$ cat src/rtl/qwt_pkg.sv
// ----------------------------------------------------------------------------
// qwt_pkg: shared types and constants of the quoted whitespace tokenizer
// Holds the result codes, the sizing constants and the command word that
// passes from the classifier to the result sequencer.
// ----------------------------------------------------------------------------
package qwt_pkg;

  // Line and whitespace buffer limits.
  localparam int MAX_LINE    = 1024;
  localparam int PENDING_MAX = 32;

  localparam int LP_W    = $clog2(MAX_LINE + 1);
  localparam int PEND_CW = $clog2(PENDING_MAX + 1);
  localparam int PEND_IW = (PENDING_MAX > 1) ? $clog2(PENDING_MAX) : 1;

  localparam int FIELD_W = 16;
  localparam int CH_W    = 8;

  // Result kinds.
  localparam logic [1:0] KIND_BYTE  = 2'd0;
  localparam logic [1:0] KIND_END   = 2'd1;
  localparam logic [1:0] KIND_ERROR = 2'd2;
  localparam logic [1:0] KIND_LINE  = 2'd3;

  localparam logic [CH_W-1:0] CH_SPACE  = 8'h20;
  localparam logic [CH_W-1:0] CH_TAB    = 8'h09;
  localparam logic [CH_W-1:0] CH_SQUOTE = 8'h27;
  localparam logic [CH_W-1:0] CH_DQUOTE = 8'h22;

  // Everything one input byte causes, in output order: held blanks,
  // one main result, a field end or error at line end, and line done.
  typedef struct packed {
    logic [PEND_CW-1:0]     nflush;
    logic [PENDING_MAX-1:0] pend_kinds;
    logic                   has_main;
    logic [1:0]             main_kind;
    logic [CH_W-1:0]        main_ch;
    logic [FIELD_W-1:0]     main_idx;
    logic                   has_end;
    logic [1:0]             end_kind;
    logic [FIELD_W-1:0]     end_idx;
    logic                   has_done;
    logic [FIELD_W-1:0]     done_idx;
  } qwt_cmd_t;

endpackage

$ cat src/rtl/qwt_queue.sv
// ----------------------------------------------------------------------------
// qwt_queue: two-entry command queue
// Decouples the classifier from the result sequencer so that either side
// can stall while the other keeps going.
// ----------------------------------------------------------------------------
module qwt_queue (
  input  logic              clk,
  input  logic              rst,
  input  logic              push,
  input  qwt_pkg::qwt_cmd_t din,
  output logic              full,
  input  logic              pop,
  output qwt_pkg::qwt_cmd_t dout,
  output logic              empty
);
  import qwt_pkg::*;

  qwt_cmd_t   entries [2];
  logic       wr_ptr;
  logic       rd_ptr;
  logic [1:0] count;

  assign full  = (count == 2'd2);
  assign empty = (count == 2'd0);
  assign dout  = entries[rd_ptr];

  always_ff @(posedge clk) begin
    if (push && !full) begin
      entries[wr_ptr] <= din;
    end
  end

  always_ff @(posedge clk) begin
    if (rst) begin
      wr_ptr <= 1'b0;
      rd_ptr <= 1'b0;
      count  <= 2'd0;
    end else begin
      if (push && !full) begin
        wr_ptr <= ~wr_ptr;
      end
      if (pop && !empty) begin
        rd_ptr <= ~rd_ptr;
      end
      case ({push && !full, pop && !empty})
        2'b10:   count <= count + 2'd1;
        2'b01:   count <= count - 2'd1;
        default: count <= count;
      endcase
    end
  end

endmodule

$ cat src/rtl/qwt_front.sv
// ----------------------------------------------------------------------------
// qwt_front: byte classifier
// Accepts one byte per cycle unless the queue is full, tracks the line's
// scan state and turns each byte into a command word listing its results.
// ----------------------------------------------------------------------------
module qwt_front (
  input  logic                       clk,
  input  logic                       rst,
  input  logic                       s_tvalid,
  output logic                       s_tready,
  input  logic [7:0]                 s_tdata,
  input  logic                       s_tlast,
  input  logic [qwt_pkg::FIELD_W-1:0] max_fields,
  output logic                       q_push,
  output qwt_pkg::qwt_cmd_t          q_din,
  input  logic                       q_full
);
  import qwt_pkg::*;

  localparam logic [2:0] MODE_BETWEEN = 3'd0;
  localparam logic [2:0] MODE_PLAIN   = 3'd1;
  localparam logic [2:0] MODE_QUOTED  = 3'd2;
  localparam logic [2:0] MODE_REST    = 3'd3;
  localparam logic [2:0] MODE_DONE    = 3'd4;

  logic [2:0]             mode,       mode_next;
  logic                   qkind,      qkind_next;
  logic [FIELD_W-1:0]     fstarted,   fstarted_next;
  logic [LP_W-1:0]        lpos,       lpos_next;
  logic [PEND_CW-1:0]     pcount,     pcount_next;
  logic [PENDING_MAX-1:0] pkinds,     pkinds_next;
  qwt_cmd_t               cmd;
  logic                   accept;

  assign s_tready = !q_full;
  assign accept   = s_tvalid && s_tready;
  assign q_din    = cmd;
  assign q_push   = accept && (cmd.has_main || cmd.has_end || cmd.has_done);

  always_comb begin
    logic [CH_W-1:0]    c;
    logic               blank;
    logic [FIELD_W-1:0] cur;
    logic               closing;

    c       = s_tdata;
    blank   = (c == CH_SPACE) || (c == CH_TAB);
    cur     = fstarted - FIELD_W'(1);
    closing = qkind ? (c == CH_DQUOTE) : (c == CH_SQUOTE);

    mode_next     = mode;
    qkind_next    = qkind;
    fstarted_next = fstarted;
    lpos_next     = lpos;
    pcount_next   = pcount;
    pkinds_next   = pkinds;
    cmd           = '0;

    if (lpos < LP_W'(MAX_LINE)) begin
      if (c == '0) begin
        lpos_next = LP_W'(MAX_LINE);
      end else begin
        lpos_next = lpos + LP_W'(1);
        case (mode)
          MODE_BETWEEN: begin
            if (!blank) begin
              if (fstarted >= max_fields) begin
                mode_next = MODE_DONE;
              end else begin
                fstarted_next = fstarted + FIELD_W'(1);
                if ((c == CH_SQUOTE) || (c == CH_DQUOTE)) begin
                  qkind_next = (c == CH_DQUOTE);
                  mode_next  = MODE_QUOTED;
                end else begin
                  cmd.has_main  = 1'b1;
                  cmd.main_kind = KIND_BYTE;
                  cmd.main_ch   = c;
                  cmd.main_idx  = fstarted;
                  mode_next = (fstarted_next == max_fields) ? MODE_REST : MODE_PLAIN;
                end
              end
            end
          end
          MODE_PLAIN: begin
            cmd.has_main  = 1'b1;
            cmd.main_idx  = cur;
            if (blank) begin
              cmd.main_kind = KIND_END;
              mode_next     = MODE_BETWEEN;
            end else begin
              cmd.main_kind = KIND_BYTE;
              cmd.main_ch   = c;
            end
          end
          MODE_QUOTED: begin
            cmd.has_main  = 1'b1;
            cmd.main_idx  = cur;
            if (closing) begin
              cmd.main_kind = KIND_END;
              mode_next     = MODE_BETWEEN;
            end else begin
              cmd.main_kind = KIND_BYTE;
              cmd.main_ch   = c;
            end
          end
          MODE_REST: begin
            if (blank) begin
              // Hold the blank; anything past the buffer limit is dropped.
              if (pcount < PEND_CW'(PENDING_MAX)) begin
                pkinds_next[pcount[PEND_IW-1:0]] = (c == CH_TAB);
                pcount_next = pcount + PEND_CW'(1);
              end
            end else begin
              cmd.nflush     = pcount;
              cmd.pend_kinds = pkinds;
              cmd.has_main   = 1'b1;
              cmd.main_kind  = KIND_BYTE;
              cmd.main_ch    = c;
              cmd.main_idx   = cur;
              pcount_next    = '0;
              pkinds_next    = '0;
            end
          end
          default: begin
          end
        endcase
      end
    end

    if (s_tlast) begin
      cmd.end_idx  = fstarted_next - FIELD_W'(1);
      cmd.has_done = 1'b1;
      cmd.done_idx = fstarted_next;
      if ((mode_next == MODE_PLAIN) || (mode_next == MODE_REST)) begin
        cmd.has_end  = 1'b1;
        cmd.end_kind = KIND_END;
      end else if (mode_next == MODE_QUOTED) begin
        // The open quoted field does not count as completed.
        cmd.has_end  = 1'b1;
        cmd.end_kind = KIND_ERROR;
        cmd.done_idx = fstarted_next - FIELD_W'(1);
      end
      mode_next     = MODE_BETWEEN;
      qkind_next    = 1'b0;
      fstarted_next = '0;
      lpos_next     = '0;
      pcount_next   = '0;
      pkinds_next   = '0;
    end
  end

  always_ff @(posedge clk) begin
    if (rst) begin
      mode     <= MODE_BETWEEN;
      qkind    <= 1'b0;
      fstarted <= '0;
      lpos     <= '0;
      pcount   <= '0;
      pkinds   <= '0;
    end else if (accept) begin
      mode     <= mode_next;
      qkind    <= qkind_next;
      fstarted <= fstarted_next;
      lpos     <= lpos_next;
      pcount   <= pcount_next;
      pkinds   <= pkinds_next;
    end
  end

endmodule

$ cat src/rtl/qwt_back.sv
// ----------------------------------------------------------------------------
// qwt_back: result sequencer
// Expands the command word at the head of the queue into result words, one
// per cycle unless the output stalls, into a registered output stage.
// ----------------------------------------------------------------------------
module qwt_back (
  input  logic              clk,
  input  logic              rst,
  input  logic              q_empty,
  input  qwt_pkg::qwt_cmd_t q_head,
  output logic              q_pop,
  output logic              m_tvalid,
  input  logic              m_tready,
  output logic [23:0]       m_tdata,
  output logic [1:0]        m_tuser,
  output logic              m_tlast
);
  import qwt_pkg::*;

  localparam logic [1:0] ST_FLUSH = 2'd0;
  localparam logic [1:0] ST_MAIN  = 2'd1;
  localparam logic [1:0] ST_END   = 2'd2;
  localparam logic [1:0] ST_DONE  = 2'd3;

  logic [1:0]         stage;
  logic [PEND_IW-1:0] pos;
  logic [3:0]         present;
  logic [1:0]         cur_stage;
  logic               flush_more;
  logic               is_last;
  logic               advance;
  logic [1:0]         r_kind;
  logic [CH_W-1:0]    r_ch;
  logic [FIELD_W-1:0] r_idx;

  always_comb begin
    logic found;
    logic later;

    present[0] = PEND_CW'(pos) < q_head.nflush;
    present[1] = q_head.has_main;
    present[2] = q_head.has_end;
    present[3] = q_head.has_done;

    // First stage at or after the current one that has a result to give.
    found     = 1'b0;
    cur_stage = stage;
    for (int s = 0; s < 4; s++) begin
      if (!found && (2'(s) >= stage) && present[s]) begin
        found     = 1'b1;
        cur_stage = 2'(s);
      end
    end

    later = 1'b0;
    for (int s = 1; s < 4; s++) begin
      if ((2'(s) > cur_stage) && present[s]) begin
        later = 1'b1;
      end
    end

    flush_more = (cur_stage == ST_FLUSH) &&
                 ((PEND_CW'(pos) + PEND_CW'(1)) < q_head.nflush);
    is_last    = !flush_more && !later;

    r_kind = KIND_BYTE;
    r_ch   = '0;
    r_idx  = q_head.main_idx;
    case (cur_stage)
      ST_FLUSH: begin
        r_kind = KIND_BYTE;
        r_ch   = q_head.pend_kinds[pos] ? CH_TAB : CH_SPACE;
        r_idx  = q_head.main_idx;
      end
      ST_MAIN: begin
        r_kind = q_head.main_kind;
        r_ch   = q_head.main_ch;
        r_idx  = q_head.main_idx;
      end
      ST_END: begin
        r_kind = q_head.end_kind;
        r_idx  = q_head.end_idx;
      end
      ST_DONE: begin
        r_kind = KIND_LINE;
        r_idx  = q_head.done_idx;
      end
      default: begin
      end
    endcase
  end

  assign advance = !q_empty && (!m_tvalid || m_tready);
  assign q_pop   = advance && is_last;

  always_ff @(posedge clk) begin
    if (rst) begin
      stage    <= ST_FLUSH;
      pos      <= '0;
      m_tvalid <= 1'b0;
    end else begin
      if (advance) begin
        m_tvalid <= 1'b1;
        if (is_last) begin
          stage <= ST_FLUSH;
          pos   <= '0;
        end else if (flush_more) begin
          stage <= ST_FLUSH;
          pos   <= pos + PEND_IW'(1);
        end else begin
          stage <= cur_stage + 2'd1;
        end
      end else if (m_tready) begin
        m_tvalid <= 1'b0;
      end
    end
  end

  always_ff @(posedge clk) begin
    if (advance) begin
      m_tdata <= {r_idx, r_ch};
      m_tuser <= r_kind;
      m_tlast <= is_last;
    end
  end

endmodule

$ cat src/rtl/quoted_whitespace_tokenizer_unit.sv
// ----------------------------------------------------------------------------
// quoted_whitespace_tokenizer_unit: quoted whitespace tokenizer, top level
// Path: a byte's result words pass through the command queue and then the
// registered output stage. Throughput: one byte per cycle while each byte
// causes at most one word and the output does not stall; a byte causing
// more holds the sequencer until its last word goes, and the input stalls
// once two commands, the one being expanded included, are queued.
// Reset (rst, synchronous) clears the line state and queue; max_fields -> 65535.
// ----------------------------------------------------------------------------
//
// The line arrives one byte per word on the slave stream, tlast marking the
// final byte. The classifier keeps the scan state of the line (between
// fields, plain field, quoted field, remainder field, or limit reached) and
// writes one command per byte that causes output. The sequencer turns a
// command into its result words in order: buffered blanks of the remainder
// field, the byte's own result, then at line end a field end or an
// unmatched quote error, and finally line done. The last word caused by a
// byte carries tlast.
//
// The only configuration register, max_fields, sits at byte address 0 of
// the register port. It must only be written while the block is idle.
module quoted_whitespace_tokenizer_unit (
  input  logic        clk,
  input  logic        rst,

  input  logic        s_tvalid,
  output logic        s_tready,
  input  logic [7:0]  s_tdata,   // [7:0] ch
  input  logic        s_tlast,   // line_end

  output logic        m_tvalid,
  input  logic        m_tready,
  output logic [23:0] m_tdata,   // [7:0] ch_res, [23:8] field_index
  output logic [1:0]  m_tuser,   // [1:0] kind
  output logic        m_tlast,   // last_of_run

  input  logic        psel,
  input  logic        penable,
  input  logic        pwrite,
  input  logic [2:0]  paddr,
  input  logic [31:0] pwdata,
  output logic [31:0] prdata,
  output logic        pready
);
  import qwt_pkg::*;

  localparam logic REG_MAX_FIELDS = 1'b0;

  logic [FIELD_W-1:0] max_fields;
  qwt_cmd_t           q_din;
  qwt_cmd_t           q_head;
  logic               q_push;
  logic               q_full;
  logic               q_pop;
  logic               q_empty;

  // Register port: every access completes in its access cycle.
  assign pready = 1'b1;

  always_ff @(posedge clk) begin
    if (rst) begin
      max_fields <= '1;
    end else if (psel && penable && pwrite && pready && (paddr[2] == REG_MAX_FIELDS)) begin
      max_fields <= pwdata[FIELD_W-1:0];
    end
  end

  always_comb begin
    prdata = '0;
    if (paddr[2] == REG_MAX_FIELDS) begin
      prdata = 32'(max_fields);
    end
  end

  qwt_front u_front (
    .clk        (clk),
    .rst        (rst),
    .s_tvalid   (s_tvalid),
    .s_tready   (s_tready),
    .s_tdata    (s_tdata),
    .s_tlast    (s_tlast),
    .max_fields (max_fields),
    .q_push     (q_push),
    .q_din      (q_din),
    .q_full     (q_full)
  );

  qwt_queue u_queue (
    .clk   (clk),
    .rst   (rst),
    .push  (q_push),
    .din   (q_din),
    .full  (q_full),
    .pop   (q_pop),
    .dout  (q_head),
    .empty (q_empty)
  );

  qwt_back u_back (
    .clk      (clk),
    .rst      (rst),
    .q_empty  (q_empty),
    .q_head   (q_head),
    .q_pop    (q_pop),
    .m_tvalid (m_tvalid),
    .m_tready (m_tready),
    .m_tdata  (m_tdata),
    .m_tuser  (m_tuser),
    .m_tlast  (m_tlast)
  );

endmodule

$ cat config.mk
export PLATFORM = sky130hd
export DESIGN_NAME = quoted_whitespace_tokenizer_unit
export DESIGN_NICKNAME = d
export VERILOG_FILES = /design/src/rtl/qwt_pkg.sv /design/src/rtl/qwt_queue.sv /design/src/rtl/qwt_front.sv /design/src/rtl/qwt_back.sv /design/src/rtl/quoted_whitespace_tokenizer_unit.sv
export SDC_FILE = /design/constraint.sdc
export NUM_CORES = 1
export LEC_CHECK = 0
export ABC_CLOCK_PERIOD_IN_PS = 5400
export BUFFER_PORTS_ARGS = -buffer_cell sky130_fd_sc_hd__buf_2
export CELL_PAD_IN_SITES_DETAIL_PLACEMENT = 0
export CELL_PAD_IN_SITES_GLOBAL_PLACEMENT = 1
export CORE_MARGIN = 5
export CORE_UTILIZATION = 44
export CTS_CLUSTER_SIZE = 30
export DETAILED_ROUTE_END_ITERATION = 8
export PLACE_DENSITY_LB_ADDON = 0.15
export SLEW_MARGIN = 20
export SYNTH_ARGS = -nofsm -noshare
export SYNTH_HDL_FRONTEND = slang
export SYNTH_HIERARCHICAL = 1
export SYNTH_SLANG_ARGS = --single-unit
$ cat constraint.sdc
create_clock -name clk -period 5.4 [get_ports clk]
set_clock_uncertainty 0.05 [all_clocks]
set_input_delay 0.81 -clock clk [delete_from_list [all_inputs] [get_ports clk]]
set_output_delay 0.81 -clock clk [all_outputs]
set_load 0.005 [all_outputs]
==> impl_metrics.ini, run 1 <==
[floorplan]
initial_core_util_pct = 44.5
die_area_um2 = 43100
rows = 72
die_w_um = 208
chipHeight_um = 208
ios = 113
core_area_um2 = 38600

[cells_and_area]
num_antenna_cells = 0
drive_gt1_share_pct = 19.4
fin_nets = 1718
nFillCells = 3476
area_delta_synth_final_pct = 12.4

[yosys]
synthFlopType = edfxtp_1
ys_top_cells_by_area = edfxtp_1 40%, dfxtp_1 11%, mux2_2 6.8%, nor2_1 3.4%, a21oi_1 3.1%
synth-seq-cells = 327
synth_top_area_share_pct = 40.0
synthArstFlopShare_pct = 0
yosys.area.top_type = edfxtp_1
synthDistinctLibCells = 91
netlist_area_um2 = 17200
synthTopCellsByCount = 229 x edfxtp_1, 158 x nor2_1, 106 x a21oi_1, 104 x mux2_2, 98 x dfxtp_1
postSynthCellCount = 1586
ys_warn_count = 6
avgSynthCellArea_um2 = 10.8
synth-edff-count = 229
seq_area_frac_synth_pct = 51.4
synth.most_common_cell = edfxtp_1

[setup_path]
worstPathRequired_ns = 5.61
worst-setup-path-type = reg -> reg
crit_top_cell = ha_1
slowest_stage = o41ai_4
r2r_setup_slack_ns = 0.81
r2r_start = u_front/fstarted[0]
path_cells = inv_1 > ha_1 > nand2b_1 > a2111oi_4 > o41ai_4 > nor3_2 > xnor2_1 > ha_1 > and3_1 > mux2i_1 > nand4bb_1 > o311ai_2 > o41ai_2
path_delay_family = compound AO/OA/AOI/OAI gates
r2r_end = u_queue/entries[0][10]
start_kind = flip-flop
reg2reg_depth = 13
critPathBufInv = 1
startpoint = u_front/fstarted[0]
slowest_delay_ns = 0.77
cp.arrival_ns = 4.81
cp-end-kind = flip-flop
path_max_fanout = 11

[grt]
grt_pass1_wl_mm = 66.7
grtUsageTotal_pct = 19.2
antenna_found_initial = 0
gr-total-overflow = 0
grt_pass1_vias = 11600
grt_start_max_net_pins = 59

[clocking]
cts.path.max_buffers = 3
cts.clk_slew.worst_paths_ns = 0.06
cts_setup_buffers = 0
insertion_delay_ns = 0.55
cts-buffers-inserted = 38
cts-root-buf = clkbuf_16
cts_resized = 0
cts_hold_buffers = 0
cts_num_sinks = 327
tritoncts = built
htreeDepth = 2

[placement]
dpl.hpwl_mm = 28.6
gp_congestion = 0.805
io_buffers = 77

[routing]
wl_met1_mm = 21.4
wl_met2_mm = 17.9
wl_per_cell_um = 19.3
topRoutingLayerUsed = met4
vias = 12000
dr.pass1.iters = 5
drtIter0Drc = 858
ant_nets = 0
routed_wl_mm = 42.1
drc = 0
avgViaCountPerCell = 5.52
met3_length_mm = 2.10

[timing]
fin_crit_ns = 4.59
hold_viol_final = 0
max-slew-margin-rel_pct = 35.2
max_slew.worst_pin.slew_ns = 0.971
period_share_pct = 85.1
max_freq_ghz = 0.218
tns_ns = 0
setup_violations = 0
slew_viol_final = 0
rsz0062_at_grt = no

[worst_hold_path]
hold_path_class = reg -> reg
hold_end = u_front/pkinds[5]
min-delay-start = u_front/pkinds[5]
min_path_cells = 2

[pwr]
finalPower_w = 0.00677
powerDensity_nw_per_um2 = 350
cellLeakagePower_nw = 7.00
ir_drop_uv = 205

[run]
cap_viol_max_count = 0

[status]
outcome = finished clean
power breakdown:
group | switching (W) | total, W | internal (W)
sequential | 0.0000693 | 0.00306 | 0.00299
clock | 0.00102 | 0.00266 | 0.00163
combinational | 0.000653 | 0.00105 | 0.000396
placed cells by master (no fill, tap or decap), drive strengths merged, types with 55 or more instances in the layout:
cell type    n
nor2       159
o21ai       67
edfxtp     229
buf        111
a21oi      108
and2        55
nand2       86
dfxtp       98
mux2       104
final cells by class:
class                      instances  area [um2]  area share (%)
sequential                       327        8840            45.7
clock inverter                    21         249            1.29
timing repair buffer             111         701            3.63
tap                              518         648            3.35
inverter                          37         143           0.738
clock buffer                      49        1060            5.50
multi-input combinational       1113        7680            39.7
per-stage QoR:
stage / area, um2 / std cells / util [%] / hold slack, ns / setup WS, ns
2_1_floorplan: 17300 / 1601 / - / 0.393 / 0.759
3_3_place_gp: 18000 / 2105 / 46.6 / 0.401 / 0.883
3_5_place_dp: 18000 / 2105 / 46.6 / 0.418 / 0.802
4_1_cts: 19300 / 2175 / 50.0 / 0.426 / 0.784
5_1_grt: 19300 / 2176 / 50.0 / 0.459 / 0.547
6_report: 19300 / 2176 / 50.0 / 0.426 / 0.805
routing by layer:
layer	vias up	track usage [%]
met5	-	0
met4	0	4.60
met3	47	3.13
met2	289	27.7
met1	5791	30.0
li1	5895	-
state kept, by name, indices dropped and copies added (netlist names), 2 cells and up, named ones only:
register          count
u_queue/entries     202
u_front/pkinds       32
u_back/m_tdata       24
max_fields           16
u_front/fstarted     16
u_front/lpos         11
u_front/pcount        6
u_back/pos            5
u_front/mode          3
u_back/m_tuser        2
u_back/stage          2
u_queue/count         2
how the worst max path moves through the flow:
stage	to	slack [ns]	depth (start not counted)
CTS	u_queue/entries[1][10]	0.78	13
global placement	u_queue/entries[0][10]	0.88	13
global route	u_queue/entries[0][10]	0.55	13
detailed placement	u_queue/entries[0][10]	0.80	13
finish	u_queue/entries[0][10]	0.81	13
floorplan	u_queue/entries[0][0]	0.76	13
tightest hold or removal path, delay by kind of cell (launching register included):
family           cells  cell delay (ns)
flip-flops           1             0.31
AO/OA/AOI/OAI        1             0.06
AND/OR/NAND/NOR      1             0.06
cell families (layout without fill, tap and decap cells):
family | count (synthesis) | after routing | synth area share [%]
and+or+nand+nor | 552 | 552 | 16.8
DFF | 327 | 327 | 51.4
AOI/OAI and AO/OA | 289 | 289 | 11.2
buffers and inverters | 161 | 218 | 4.42
muxes | 139 | 139 | 9.45
xor gates and xnor gates | 76 | 76 | 3.87
adders and majority gates | 39 | 39 | 2.84
other | 3 | 18 | 0.0655
No activity file was read; power rests on OpenSTA's default activity.
==> run 2: changes to the inputs <==
--- a/config.mk
+++ b/config.mk
@@ -17,5 +17,4 @@
 export SLEW_MARGIN = 20
 export SYNTH_ARGS = -nofsm -noshare
 export SYNTH_HDL_FRONTEND = slang
-export SYNTH_HIERARCHICAL = 1
 export SYNTH_SLANG_ARGS = --single-unit
==> impl_metrics.ini, run 2 <==
[status]
outcome = finished clean

[placement]
dp.cells = 2002
gp_congestion = 0.841
dpl.hpwl_mm = 28.3
place_area_um2 = 17400
io_buffers = 77

[yosys]
yosys.area.top_type = edfxtp_1
synthDistinctLibCells = 78
ys_warn_count = 0
synth.most_common_cell = edfxtp_1
synthFlopType = edfxtp_1
synthTopCellsByCount = 227 x edfxtp_1, 137 x nor2_1, 113 x a21oi_1, 98 x dfxtp_1, 90 x nand2_1
netlist_area_um2 = 16500
seq_area_frac_synth_pct = 53.3
synth-edff-count = 227
synth-seq-cells = 325
ys_top_cells_by_area = edfxtp_1 41%, dfxtp_1 12%, a21oi_1 3.4%, mux2i_1 3.2%, nor2_1 3.1%
postSynthCellCount = 1513
synthArstFlopShare_pct = 0
avgSynthCellArea_um2 = 10.9
synth_top_area_share_pct = 41.4

[cells_and_area]
nFillCells = 3340
final_cell_mix = 227 x edfxtp_1, 135 x nor2_1, 113 x a21oi_1, 97 x dfxtp_1, 90 x nand2_1
drive_gt1_share_pct = 15.6
largest_reg_flops = 200
fin_cells = 2069
reg.largest.list = u_queue.entries: 200 flops, u_front.pkinds: 32 flops, u_back.m_tdata: 24 flops
top_register = u_queue.entries
final_cell_area_um2 = 18600
num_antenna_cells = 0
layout_commonest_cell = edfxtp_1
area_delta_synth_final_pct = 12.7
fin_nets = 1664

[timing]
period_share_pct = 86.9
max_slew.worst_pin.slew_ns = 1.07
hold_viol_final = 0
fin_crit_ns = 4.69
max-slew-margin-rel_pct = 28.4
setup_violations = 0
max_freq_ghz = 0.213
rsz0062_at_grt = no
tns_ns = 0
slew_viol_final = 0

[routing]
routed_wl_mm = 41.2
ant_nets = 0
wl_per_cell_um = 19.9
avgViaCountPerCell = 5.61
drc = 0
vias = 11600
drtIter0Drc = 786
dr.pass1.iters = 5

[clocking]
cts.path.max_buffers = 3
tritoncts = built
cts_resized = 0
cts-root-buf = clkbuf_16
htreeDepth = 2
insertion_delay_ns = 0.54
cts-buffers-inserted = 37
cts.clk_slew.worst_paths_ns = 0.06
cts_num_sinks = 325
cts_setup_buffers = 0
cts_hold_buffers = 0

[floorplan]
initial_core_util_pct = 44.8
die_w_um = 203
core_area_um2 = 36800
rows = 70
die_area_um2 = 41400
chipHeight_um = 203
ios = 113

[setup_path]
cp-end-kind = flip-flop
worst-setup-path-type = reg -> reg
path_delay_family = simple AND/OR/NAND/NOR gates
cp.arrival_ns = 4.92
slowest_delay_ns = 0.53
path_max_fanout = 10
critPathBufInv = 1
slowest_stage = dfxtp_1
path_cells = inv_1 > ha_1 > nand2b_1 > a211oi_1 > o21a_4 > o21ai_4 > nor2_1 > xnor2_1 > ha_1 > nand2_1 > or4_4 > a22oi_4 > nand3_4 > or3b_1 > and3_1
start_kind = flip-flop
worstPathRequired_ns = 5.63
crit_top_cell = ha_1

[grt]
antenna_found_initial = 2
gr-total-overflow = 0
grt_pass1_vias = 11000
grtUsageTotal_pct = 19.6
grt_pass1_wl_mm = 64.8
grt_start_max_net_pins = 73

[pwr]
p_int_w = 0.00460
swShare_pct = 24.0
power_frac_seq_pct = 48.6
powerDensity_nw_per_um2 = 326
pwr-share-comb_pct = 10.7
cellLeakagePower_nw = 6.69
p_clk_share_pct = 40.8
ir_drop_uv = 212
power.switching_w = 0.00146

[run]
cap_viol_max_count = 0

[worst_hold_path]
hold_path_class = reg -> reg
## run 2: path summary, 6_finish.rpt
kind                       start                endpoint  slack, ns  cells past startpoint
max reg2reg  u_front.fstarted[0]  u_queue.entries[0][29]       0.71                     15
max          u_front.fstarted[0]  u_queue.entries[0][29]       0.71                     15
min           u_front.pkinds[14]      u_front.pkinds[14]       0.41                      2
min reg2reg   u_front.pkinds[14]      u_front.pkinds[14]       0.41                      2
## run 2: cell type report
cell class | instances | area, um2 | area share (%)
clock buffer | 53 | 1080 | 5.80
clock inverter | 14 | 120 | 0.647
inverter | 35 | 131 | 0.708
multi-input combinational | 1057 | 7150 | 38.5
sequential | 325 | 8780 | 47.3
tap | 468 | 586 | 3.15
timing repair buffer | 117 | 723 | 3.90
## run 2: power groups by stage
stage,clock network (W),registers (W),logic (W)
after global placement,0,0.00299,0.000647
after floorplan,0,0.00300,0.000419
after detailed placement,0,0.00300,0.000652
after CTS,0.00253,0.00294,0.000655
final,0.00247,0.00294,0.000647
after global routing,0.00263,0.00296,0.000717
## run 2: routing by layer
layer  vias to the layer above  GRT usage (%)  wire length (um)
li1                       5690              -                 -
met1                      5580           31.8             21300
met2                       287           27.9             17100
met3                        42           3.29              2310
met4                         4           3.32               519
met5                         -              0                14
## run 2: logic make-up after synthesis
family,synth area share (%)
compound gates,12.7
buf+inv,3.91
xor+xnor,4.21
other cells,0.0456
mux,7.13
simple gates,15.7
flops,53.3
fa+ha+maj,3.04
## run 2: metrics by stage
stage	setup slack [ns]	hold slack, ns	total power [W]	util, %
3_3_place_gp	0.813	0.398	0.00363	47.2
4_1_cts	0.731	0.411	0.00613	50.5
5_1_grt	0.433	0.437	0.00631	50.5
3_5_place_dp	0.690	0.403	0.00365	47.2
2_1_floorplan	-0.208	0.389	0.00342	-
6_report	0.709	0.411	0.00606	50.5
## run 2: worst register-to-register path, stage by stage, from the launching register on
cell      delay [ns]
dfxtp_1         0.53
inv_1           0.18
ha_1            0.32
nand2b_1        0.14
a211oi_1        0.36
o21a_4          0.22
o21ai_4         0.07
nor2_1          0.44
xnor2_1         0.21
ha_1            0.32
nand2_1         0.09
or4_4           0.44
a22oi_4         0.33
nand3_4         0.15
or3b_1          0.41
and3_1          0.19
